==> src/rtl/hsvg_pkg.sv <==
// ----------------------------------------------------------------------------
// hsvg_pkg: shared types and constants for the HSV gradient to RGB core
// Transaction payloads, fixed field widths, hue sector constants.
// ----------------------------------------------------------------------------
package hsvg_pkg;

  localparam int unsigned FRACTION_BITS_DEF = 12;

  localparam int unsigned HUE_W   = 15;  // 1/64 degree
  localparam int unsigned VALUE_W = 13;  // saturation, value, weight
  localparam int unsigned CHAN_W  = 8;
  localparam int unsigned REM_W   = 12;  // position inside a sector, 0..3840

  localparam int unsigned HUE_FULL    = 23040;  // 360 degrees
  localparam int unsigned SECTOR_SPAN = 3840;   // 60 degrees
  localparam int unsigned NUM_SECTORS = 6;

  typedef enum logic [2:0] {
    SEC_RED_YEL = 3'd0,
    SEC_YEL_GRN = 3'd1,
    SEC_GRN_CYN = 3'd2,
    SEC_CYN_BLU = 3'd3,
    SEC_BLU_MAG = 3'd4,
    SEC_MAG_RED = 3'd5
  } sector_t;

  typedef struct packed {
    logic [HUE_W-1:0]   start_hue;
    logic [VALUE_W-1:0] start_sat;
    logic [VALUE_W-1:0] start_val;
    logic [HUE_W-1:0]   end_hue;
    logic [VALUE_W-1:0] end_sat;
    logic [VALUE_W-1:0] end_val;
    logic [VALUE_W-1:0] blend_weight;
  } hsv_pair_t;

  typedef struct packed {
    logic [CHAN_W-1:0]   red;
    logic [CHAN_W-1:0]   green;
    logic [CHAN_W-1:0]   blue;
    logic [3*CHAN_W-1:0] packed_rgb;
  } rgb_t;

  // Hue at the start of a sector
  function automatic logic [HUE_W-1:0] sector_base(input sector_t sec);
    logic [HUE_W-1:0] base;
    case (sec)
      SEC_RED_YEL: base = HUE_W'(0);
      SEC_YEL_GRN: base = HUE_W'(SECTOR_SPAN);
      SEC_GRN_CYN: base = HUE_W'(2 * SECTOR_SPAN);
      SEC_CYN_BLU: base = HUE_W'(3 * SECTOR_SPAN);
      SEC_BLU_MAG: base = HUE_W'(4 * SECTOR_SPAN);
      SEC_MAG_RED: base = HUE_W'(5 * SECTOR_SPAN);
      default:     base = HUE_W'(0);
    endcase
    return base;
  endfunction

endpackage

==> src/rtl/hsv_gradient_to_rgb_core.sv <==
// ----------------------------------------------------------------------------
// hsv_gradient_to_rgb_core: interpolated HSV color to 8-bit RGB
// Blends two HSV colors by a weight and converts the blend with the
// six-sector HSV rule into red, green, blue and a packed 0xRRGGBB word.
// ----------------------------------------------------------------------------
//
//  channel | handshake            | payload
//  --------+----------------------+----------------------------------------
//  req     | req_valid/req_stall  | hsv_pair_t: two HSV colors + weight
//  rgb     | rgb_valid/rgb_stall  | rgb_t: red, green, blue, packed_rgb
//
//  Six register stages, one transaction per cycle while rgb is not stalled.
//  Each stage holds a valid bit; a stage takes new data when it is empty or
//  the stage after it moves, so bubbles collapse under output stall.
//  req_stall rises only when all six stages hold data and rgb is stalled.
//  rst (synchronous) clears the valid bits; payload registers are not reset.
//
//  Stage map:
//    1  clamp, component difference times weight (three lerp multipliers)
//    2  add start value, drop fraction -> h, s, v
//    3  chroma = s*v, hue sector and in-sector position, full-value channel
//    4  m base = v - chroma, chroma times sector position
//    5  x and zero channels (scaling by 255/3840 folds into *17 and a shift)
//    6  sector routing into the output register
// ----------------------------------------------------------------------------
module hsv_gradient_to_rgb_core #(
  parameter int unsigned FRACTION_BITS = hsvg_pkg::FRACTION_BITS_DEF
) (
  input  logic                clk,
  input  logic                rst,
  input  logic                req_valid,
  output logic                req_stall,
  input  hsvg_pkg::hsv_pair_t req,
  output logic                rgb_valid,
  input  logic                rgb_stall,
  output hsvg_pkg::rgb_t      rgb
);
  import hsvg_pkg::*;

  localparam int unsigned STAGES = 6;
  localparam int unsigned ONE    = 1 << FRACTION_BITS;
  localparam int unsigned CW     = 2 * VALUE_W;             // chroma
  localparam int unsigned MW     = VALUE_W + FRACTION_BITS; // v*one scale
  localparam int unsigned CQW    = CW + REM_W;              // chroma*q
  localparam int unsigned XW     = MW + REM_W;              // x numerator
  localparam int unsigned SH0    = 2 * FRACTION_BITS;
  localparam int unsigned SHX    = 2 * FRACTION_BITS + 8;   // /(256) part of /3840

  // --------------------------------------------------------------------------
  // Stage control: vld[k] marks stage k full, en[k] lets it load.
  // --------------------------------------------------------------------------
  logic [STAGES:1]   vld;
  logic [STAGES+1:1] en;

  always_comb begin
    en[STAGES+1] = !rgb_stall;
    for (int k = STAGES; k >= 1; k--) begin
      en[k] = !vld[k] || en[k+1];
    end
  end

  assign req_stall = !en[1];
  assign rgb_valid = vld[STAGES];

  always_ff @(posedge clk) begin
    if (rst) begin
      vld <= '0;
    end else begin
      if (en[1]) vld[1] <= req_valid;
      for (int k = 2; k <= STAGES; k++) begin
        if (en[k]) vld[k] <= vld[k-1];
      end
    end
  end

  // --------------------------------------------------------------------------
  // Stages 1-2: component interpolation
  // --------------------------------------------------------------------------
  logic [VALUE_W-1:0] w_c;
  logic [1:0]         lerp_ld;
  logic [HUE_W-1:0]   s2_h;
  logic [VALUE_W-1:0] s2_s, s2_v;

  assign w_c     = (32'(req.blend_weight) > ONE) ? VALUE_W'(ONE) : req.blend_weight;
  assign lerp_ld = {en[2] && vld[1], en[1] && req_valid};

  hsvg_lerp #(.WIDTH(HUE_W), .TOP(HUE_FULL), .FRACTION_BITS(FRACTION_BITS)) u_lerp_hue (
    .clk (clk), .ld (lerp_ld), .a (req.start_hue), .b (req.end_hue), .w (w_c), .y (s2_h)
  );

  hsvg_lerp #(.WIDTH(VALUE_W), .TOP(ONE), .FRACTION_BITS(FRACTION_BITS)) u_lerp_sat (
    .clk (clk), .ld (lerp_ld), .a (req.start_sat), .b (req.end_sat), .w (w_c), .y (s2_s)
  );

  hsvg_lerp #(.WIDTH(VALUE_W), .TOP(ONE), .FRACTION_BITS(FRACTION_BITS)) u_lerp_val (
    .clk (clk), .ld (lerp_ld), .a (req.start_val), .b (req.end_val), .w (w_c), .y (s2_v)
  );

  // --------------------------------------------------------------------------
  // Stage 3: chroma, sector, position in sector, full-value channel
  // --------------------------------------------------------------------------
  logic [2:0]         sec_cnt;
  sector_t            sec;
  logic [REM_W-1:0]   rem, q;
  logic [VALUE_W+7:0] v255;

  logic [CW-1:0]      s3_chroma;
  logic [VALUE_W-1:0] s3_v;
  logic [REM_W-1:0]   s3_q;
  sector_t            s3_sec;
  logic [CHAN_W-1:0]  s3_chc;

  always_comb begin
    sec_cnt = 3'd0;
    // hue of 360 stops at the last sector, where the chroma part of x ends up zero
    for (int k = 1; k < NUM_SECTORS; k++) begin
      if (s2_h >= HUE_W'(k * SECTOR_SPAN)) sec_cnt = sec_cnt + 3'd1;
    end
    sec  = sector_t'(sec_cnt);
    rem  = REM_W'(s2_h - sector_base(sec));
    q    = sec_cnt[0] ? REM_W'(SECTOR_SPAN) - rem : rem;
    v255 = {s2_v, 8'd0} - (VALUE_W+8)'(s2_v);
  end

  always_ff @(posedge clk) begin
    if (en[3] && vld[2]) begin
      s3_chroma <= s2_s * s2_v;
      s3_v      <= s2_v;
      s3_q      <= q;
      s3_sec    <= sec;
      s3_chc    <= CHAN_W'(v255 >> FRACTION_BITS);
    end
  end

  // --------------------------------------------------------------------------
  // Stage 4: m base and chroma*q
  // --------------------------------------------------------------------------
  logic [MW-1:0]     mbase;
  logic [MW-1:0]     s4_m;
  logic [CQW-1:0]    s4_cq;
  sector_t           s4_sec;
  logic [CHAN_W-1:0] s4_chc;

  // saturation never exceeds one, so chroma <= v*one
  assign mbase = {s3_v, {FRACTION_BITS{1'b0}}} - MW'(s3_chroma);

  always_ff @(posedge clk) begin
    if (en[4] && vld[3]) begin
      s4_m   <= mbase;
      s4_cq  <= s3_chroma * s3_q;
      s4_sec <= s3_sec;
      s4_chc <= s3_chc;
    end
  end

  // --------------------------------------------------------------------------
  // Stage 5: x = 255*(m*3840 + chroma*q)/(one^2*3840) = 17*(...) >> (2F+8)
  // --------------------------------------------------------------------------
  logic [XW-1:0]     xsum;
  logic [XW+4:0]     x17;
  logic [MW+7:0]     m255;
  logic [CHAN_W-1:0] s5_chx, s5_ch0, s5_chc;
  sector_t           s5_sec;

  always_comb begin
    // sum never exceeds v*one*3840, so XW bits hold it
    xsum = {s4_m, 12'd0} - XW'({s4_m, 8'd0}) + XW'(s4_cq);
    x17  = {xsum, 4'd0} + (XW+5)'(xsum);
    m255 = {s4_m, 8'd0} - (MW+8)'(s4_m);
  end

  always_ff @(posedge clk) begin
    if (en[5] && vld[4]) begin
      s5_chx <= CHAN_W'(x17 >> SHX);
      s5_ch0 <= CHAN_W'(m255 >> SH0);
      s5_chc <= s4_chc;
      s5_sec <= s4_sec;
    end
  end

  // --------------------------------------------------------------------------
  // Stage 6: route channels by sector into the output register
  // --------------------------------------------------------------------------
  logic [CHAN_W-1:0] r_n, g_n, b_n;

  always_comb begin
    case (s5_sec)
      SEC_RED_YEL: begin r_n = s5_chc; g_n = s5_chx; b_n = s5_ch0; end
      SEC_YEL_GRN: begin r_n = s5_chx; g_n = s5_chc; b_n = s5_ch0; end
      SEC_GRN_CYN: begin r_n = s5_ch0; g_n = s5_chc; b_n = s5_chx; end
      SEC_CYN_BLU: begin r_n = s5_ch0; g_n = s5_chx; b_n = s5_chc; end
      SEC_BLU_MAG: begin r_n = s5_chx; g_n = s5_ch0; b_n = s5_chc; end
      default:     begin r_n = s5_chc; g_n = s5_ch0; b_n = s5_chx; end
    endcase
  end

  always_ff @(posedge clk) begin
    if (en[6] && vld[5]) begin
      rgb.red        <= r_n;
      rgb.green      <= g_n;
      rgb.blue       <= b_n;
      rgb.packed_rgb <= {r_n, g_n, b_n};
    end
  end

  // --------------------------------------------------------------------------
  // Assertions
  // --------------------------------------------------------------------------
  a_stall_only_when_full : assert property (@(posedge clk) disable iff (rst)
    req_stall |-> (&vld))
    else $error("input stalled while a pipeline stage is empty");

  a_reset_clears : assert property (@(posedge clk)
    rst |=> !rgb_valid)
    else $error("output valid right after reset");

  a_packed_matches : assert property (@(posedge clk) disable iff (rst)
    rgb_valid |-> (rgb.packed_rgb[23:16] == rgb.red) && (rgb.packed_rgb[15:8] == rgb.green)
                  && (rgb.packed_rgb[7:0] == rgb.blue))
    else $error("packed word disagrees with channels");

  a_sector_range : assert property (@(posedge clk) disable iff (rst)
    vld[3] |-> (s3_q <= REM_W'(SECTOR_SPAN)))
    else $error("sector position beyond one sector");

endmodule

==> src/rtl/hsvg_lerp.sv <==
// ----------------------------------------------------------------------------
// hsvg_lerp: two-stage linear interpolation of one color component
// Clamps both ends, multiplies the difference by the weight, then adds the
// start value and drops the fraction bits.
// ----------------------------------------------------------------------------
module hsvg_lerp #(
  parameter int unsigned WIDTH         = 13,
  parameter int unsigned TOP           = 4096,
  parameter int unsigned FRACTION_BITS = 12
) (
  input  logic                        clk,
  input  logic [1:0]                  ld,   // stage load enables
  input  logic [WIDTH-1:0]            a,
  input  logic [WIDTH-1:0]            b,
  input  logic [hsvg_pkg::VALUE_W-1:0] w,   // already clamped to one
  output logic [WIDTH-1:0]            y
);
  import hsvg_pkg::*;

  localparam int unsigned PW = WIDTH + VALUE_W + 2;
  localparam int unsigned AW = WIDTH + VALUE_W + FRACTION_BITS + 2;

  logic [WIDTH-1:0]        a_c, b_c;
  logic signed [WIDTH:0]   diff;
  logic signed [PW-1:0]    prod;
  logic [WIDTH-1:0]        a_q;
  logic signed [PW-1:0]    prod_q;
  logic signed [AW-1:0]    acc;

  always_comb begin
    a_c  = (32'(a) > TOP) ? WIDTH'(TOP) : a;
    b_c  = (32'(b) > TOP) ? WIDTH'(TOP) : b;
    diff = $signed({1'b0, b_c}) - $signed({1'b0, a_c});
    prod = PW'(diff) * PW'($signed({1'b0, w}));
  end

  always_ff @(posedge clk) begin
    if (ld[0]) begin
      a_q    <= a_c;
      prod_q <= prod;
    end
  end

  // result is never negative and never above the larger end
  assign acc = $signed({{(AW - WIDTH - FRACTION_BITS){1'b0}}, a_q, {FRACTION_BITS{1'b0}}})
               + AW'(prod_q);

  always_ff @(posedge clk) begin
    if (ld[1]) begin
      y <= acc[FRACTION_BITS +: WIDTH];
    end
  end

endmodule
==> config.mk <==
export PLATFORM = sky130hd
export DESIGN_NAME = hsv_gradient_to_rgb_core
export DESIGN_NICKNAME = d
export VERILOG_FILES = /design/src/rtl/hsvg_pkg.sv /design/src/rtl/hsv_gradient_to_rgb_core.sv /design/src/rtl/hsvg_lerp.sv
export SDC_FILE = /design/constraint.sdc
export NUM_CORES = 2
export LEC_CHECK = 0
export BUFFER_PORTS_ARGS = -buffer_cell sky130_fd_sc_hd__buf_4
export CAP_MARGIN = 20
export CORE_UTILIZATION = 55
export CTS_CLUSTER_DIAMETER = 30
export DETAILED_ROUTE_END_ITERATION = 10
export PLACE_DENSITY = 0.8
export SLEW_MARGIN = 20
export SYNTH_ARGS = -nofsm -noshare
export SYNTH_HDL_FRONTEND = slang
export SYNTH_SLANG_ARGS = --single-unit
==> constraint.sdc <==
create_clock -name clk -period 23.1 [get_ports clk]
set_input_delay 1.155 -clock clk [delete_from_list [all_inputs] [get_ports clk]]
set_output_delay 1.155 -clock clk [all_outputs]
set_load 0.01 [all_outputs]
# Yosys cells after proc, flatten, opt, wreduce, memory -nomap -nowiden
# Cells that the tools add are included.
# word_totals
mem_bits_rw,0
word_cells,120
latch_bits,0
romBits,0
register_bits,375
output_inout_bits,50
n_memories,0
# op_classes
n_div,0
shift,0
n_reduce_logical,27
eq_ne,9
magnitude_cmp,12
n_addsub,18
mul,5
mux,17
bitwise_logic,0
# ops
operator,n
$gt A13 B13 Y1 const B,5
$mux W13,5
$pmux W12 S5,1
$add A25 B25 Y25,2
$mul A14 B14 Y25,2
$pmux W8 S2,3
$add A40 B37 Y40,1
$add A37 B37 Y37,1
$mul A26 B12 Y37,1
$sub A37 B33 Y37,1
$sub A32 B25 Y32,1
$ge A15 B14 Y1 const B,2
$gt A15 B15 Y1 const B,2
$mux W15,2
$sub A13 B13 Y14,2
$add A27 B27 Y27,1
$mul A16 B14 Y27,1
$mul A13 B13 Y26,1
$sub A25 B25 Y25,1
$sub A20 B13 Y20,1
$sub A15 B15 Y16,1
$ge A15 B12 Y1 const B,1
$ge A15 B13 Y1 const B,1
$ge A15 B15 Y1 const B,1
14 further kinds,48

# Logic depth before layout (Yosys ltp)
# logic_depth
ltp_word,15
mapped_depth,38
mapped_depth_nobuf,36

# Cells and area by module
# From an unflattened synthesis, not the netlist that was laid out.
# unflattened
hier_cells,5872
area_unflattened_um2,55044.0
# modules_own_cells
module,seq_area_each_um2,n_inst,area_each_um2,cells_each
hsv_gradient_to_rgb_core,5705.5,1,27580.2,2961
hsvg_lerp (u_lerp_hue),1351.3,1,10102.2,1078
hsvg_lerp (u_lerp_sat),1171.1,1,8689.6,922
hsvg_lerp (u_lerp_val),1171.1,1,8672.1,911

# Worst setup path before layout
# Ideal clock, no wire load.
# synth_timing
kind,input to register
from,in req[83] (netlist name)
to,"reg u_lerp_hue.prod_q[26], data pin"
path_buffers,2
path_slack_ns,13.642
arrival_ns,9.198
setup_ns,0.260
stages,34
cell_sequence,nor4_1 > nand3_1 > a21oi_1 > nor2_1 > o21ai_0 > clkbuf_1 > nand2_1 > ha_1 > or3_1 > o22a_1 > a41o_1 > o41ai_2 > o21ai_0 > o21ai_0 > nand2b_1 > clkbuf_1 > nor2_1 > fa_1 > fa_1 > inv_1 > fa_1 > inv_1 > fa_1 > fa_1 > inv_1 > fa_1 > inv_1 > ha_1 > nor3_1 > nor2_1 > nand2_1 > o2111ai_1 > xnor2_1 > xnor2_1
# synth_between
elab_chain_cells,4
# synth_rtl
item,line,text
start: declaration,hsv_gradient_to_rgb_core.sv:33,"input hsvg_pkg::hsv_pair_t req,"
$gt A15 B15 Y1,hsvg_lerp.sv:31,a_c = (32'(a) > TOP) ? WIDTH'(TOP) : a;
$mux W15 *,hsvg_lerp.sv:31,
$sub A15 B15 Y16 *,hsvg_lerp.sv:33,"diff = $signed({1'b0, b_c}) - $signed({1'b0, a_c});"
$mul A16 B14 Y27 *,hsvg_lerp.sv:34,"prod = PW'(diff) * PW'($signed({1'b0, w}));"
net u_lerp_hue.prod[26],hsvg_lerp.sv:25,logic signed [PW-1:0] prod;
end signal: assignment,hsvg_lerp.sv:40,prod_q <= prod;
end: declaration,hsvg_lerp.sv:27,logic signed [PW-1:0] prod_q;
# The timed path passes the listed nets; every way through them passes the cells marked *.
# A chain may end at the register's enable or synchronous reset.

# Final worst setup path
# layout_timing
from,in req[42] (netlist name)
to,"reg u_lerp_hue.prod_q[26], data pin"
# layout_between
elab_chain_cells,4
# layout_rtl
item,line,text
$gt A15 B15 Y1,hsvg_lerp.sv:32,b_c = (32'(b) > TOP) ? WIDTH'(TOP) : b;
$mux W15 *,hsvg_lerp.sv:32,
$sub A15 B15 Y16 *,hsvg_lerp.sv:33,
$mul A16 B14 Y27 *,hsvg_lerp.sv:34,
net u_lerp_hue.prod[26],hsvg_lerp.sv:25,
# Marks and branches as above.

==> reports/qor.csv <==
metric;value;unit
status;finished clean;
hold_buf cts;0;
Reg2Reg Setup Slack;16.04;ns
max frequency;99.5;MHz
share of cells above drive strength 1;0.0635;
Chip Width;316;um
first-pass GRT wire length;214000;um
final slew viol count;0;
ys async rst share;0;
grt ovf;0;
DRT iter0 DRCs;2599;
ANT cells;0;
RSZ-0062 raised after global routing;false;
Residual DRC;0;
YS warnings;0;
Post-Syn Area;54300;um2
Final min period;10.05;ns
fin crit share;0.435;
total number of vias;40000;
Unique masters post-synth;90;
Setup Total Neg Slack;0;ns
mean post-synth cell area;9.28;um2
post_cts resized;0;
Die H;316;um
Core Area;97100;um2
fin nets;7416;
Main synth FF type;edfxtp_1;
GR Util All Layers;0.270;
largest net degree at the start of global routing;74;
critical path peak fanout;13;
Final Hold Fails;0;
grt met2 use;0.481;
synth-to-layout area growth;8.88;%
Slew @ Worst Pin;1.21;ns
met3 usage;0.0390;
routed vias/inst;5.54;
vias in the first global route;43200;
Clock Tree Root;clkbuf_16;
Slowest Stage Delay on Critical Path;0.75;ns
post-synthesis instance total;5848;
CP endpoint kind;register;
count leader, synth;inv_1;
Syn Nets;7370;
CTS tree;yes;
critical path class;input pin to register;
Setup crit start kind;input pin;
Sink Count;315;
Ports;149;
antenna violations before repair;1;
number of setup buffers added after CTS;0;
Std-Cell Rows;114;
dpl hpwl;103000;um
worst-skew pair later-pin latency;0.65;ns
DRT Pass-1 Iters;6;
RePlAce Congestion;0.900;
GR Layer Usage met1;0.323;
Max clock buf depth;3;
Hold Path Class;register to register;
EDFF count, synth;309;
Routed Antenna Nets;0;
initial core utilization;0.559;
GR peak layer;met2;
Worst-path clk slew;0.05;ns
maxcap violations;0;
slew margin rel.;0.187;
routed len/inst;17.9;um
fill cell count;7878;
slowest CP cell;xor2_1;
area leader, netlist;fa_1;
CTS Buf Count;74;
CP Data Required Time;23.47;ns
top post-synthesis cells by count;1,220 x inv_1, 896 x fa_1, 737 x nand2_1;
crit path DAT;10.43;ns
Post-Route WL;129000;um
Final setup viols;0;
register area share after synthesis;0.173;
# H-tree levels;3;
Yosys top cell area share;0.331;
synth top area cells;fa_1 33%, edfxtp_1 17%, ha_1 12%, inv_1 8.4%, nand2_1 5.1%;
IO buf count;148;
Die ar.;99900;um2
#FFs+latches synth;315;
CP most frequent cell;fa_1;
skew final;0.0475;ns
[metrics by stage]
step                      cells  instance area, um2  worst slack [ns]  hold slack [ns]  utilization
after global placement     7094               56400             12.53            0.401        0.581
after detailed placement   7094               56400             12.23            0.411        0.581
after global routing       7229               59100             12.34            0.431        0.608
after CTS                  7229               59100             12.90            0.419        0.608
after floorplan            5848               54300             13.64            0.400            -
final                      7229               59100             13.05            0.419        0.608
[worst paths after layout]
kind / cells after the start / startpoint / to
worst min register to register: 0 / s3_chc[7]$_DFFE_PP_ / s4_chc[7]$_DFFE_PP_
worst max-delay path: 34 / req[42] / u_lerp_hue.prod_q[26]$_DFFE_PP_
worst max register to register: 20 / s3_q[3]$_DFFE_PP_ / s4_cq[34]$_DFFE_PP_
worst min-delay path: 0 / s3_chc[7]$_DFFE_PP_ / s4_chc[7]$_DFFE_PP_
[final cells by class]
type,instances,area [um2],area share
flip-flops and latches,315,9400,0.159
multi-input cells,4095,39400,0.668
inverters,1221,4580,0.0776
clock inverters,54,773,0.0131
repair buffers,187,1400,0.0238
clock buffers,81,1880,0.0318
well taps,1276,1600,0.0270
[per-layer routing]
layer	vias up	wire length, um
li1	18400	-
met4	2	5830
met3	334	8480
met2	1412	64900
met1	19900	50300
met5	-	11
[cell families (layout without fill, tap and decap cells)]
logic type	Yosys count	count (layout)	synth area share
AOI/OAI and AO/OA	643	643	0.0796
xor gates and xnor gates	293	293	0.0479
adders and majority gates	1423	1423	0.452
buffers and inverters	1438	1543	0.101
DFF	315	315	0.173
muxes	13	13	0.00242
and+or+nand+nor	1723	1723	0.143
[critical path, delay by kind of cell]
family          cells  cell delay (ns)
buf+inv             5             0.33
xor+xnor            3             1.03
fa+ha+maj           8             3.70
simple gates       10             1.60
compound gates      8             2.60
[cells in the final DEF (no fill, tap or decap), types with 11 or more instances in the layout]
cell type,Yosys,routed
a211oi_1,24,24
a21boi_0,24,21
a21o_1,75,75
a21oi_1,172,172
a31oi_1,23,23
and2_1,191,191
and3_1,24,24
buf_4,24,187
bufinv_16,0,13
clkbuf_16,0,74
clkinv_2,0,13
edfxtp_1,309,309
fa_1,896,896
ha_1,527,527
inv_1,1220,1220
mux2i_1,12,12
nand2_1,737,735
nand2b_1,58,58
nand3_1,38,38
nand4_1,18,18
nor2_1,443,441
nor2b_1,72,62
nor3_1,61,61
o211ai_1,11,11
o21a_1,44,44
o21ai_0,119,118
o21bai_1,15,15
o31ai_1,12,12
or2_2,17,17
or3_1,18,18
xnor2_1,213,213
xor2_1,77,77
[state kept, by name (all words and copies together) (netlist names), 15 cells and up]
signal,count
u_lerp_hue.a_q,15
rgb,24
s4_cq,37
s3_chroma,26
u_lerp_hue.prod_q,15
u_lerp_hue.y,15
s4_m,25
Power is left out: the tool's default activity adds up to more than one toggle a clock period on the data nets, which glitch-free logic cannot reach.
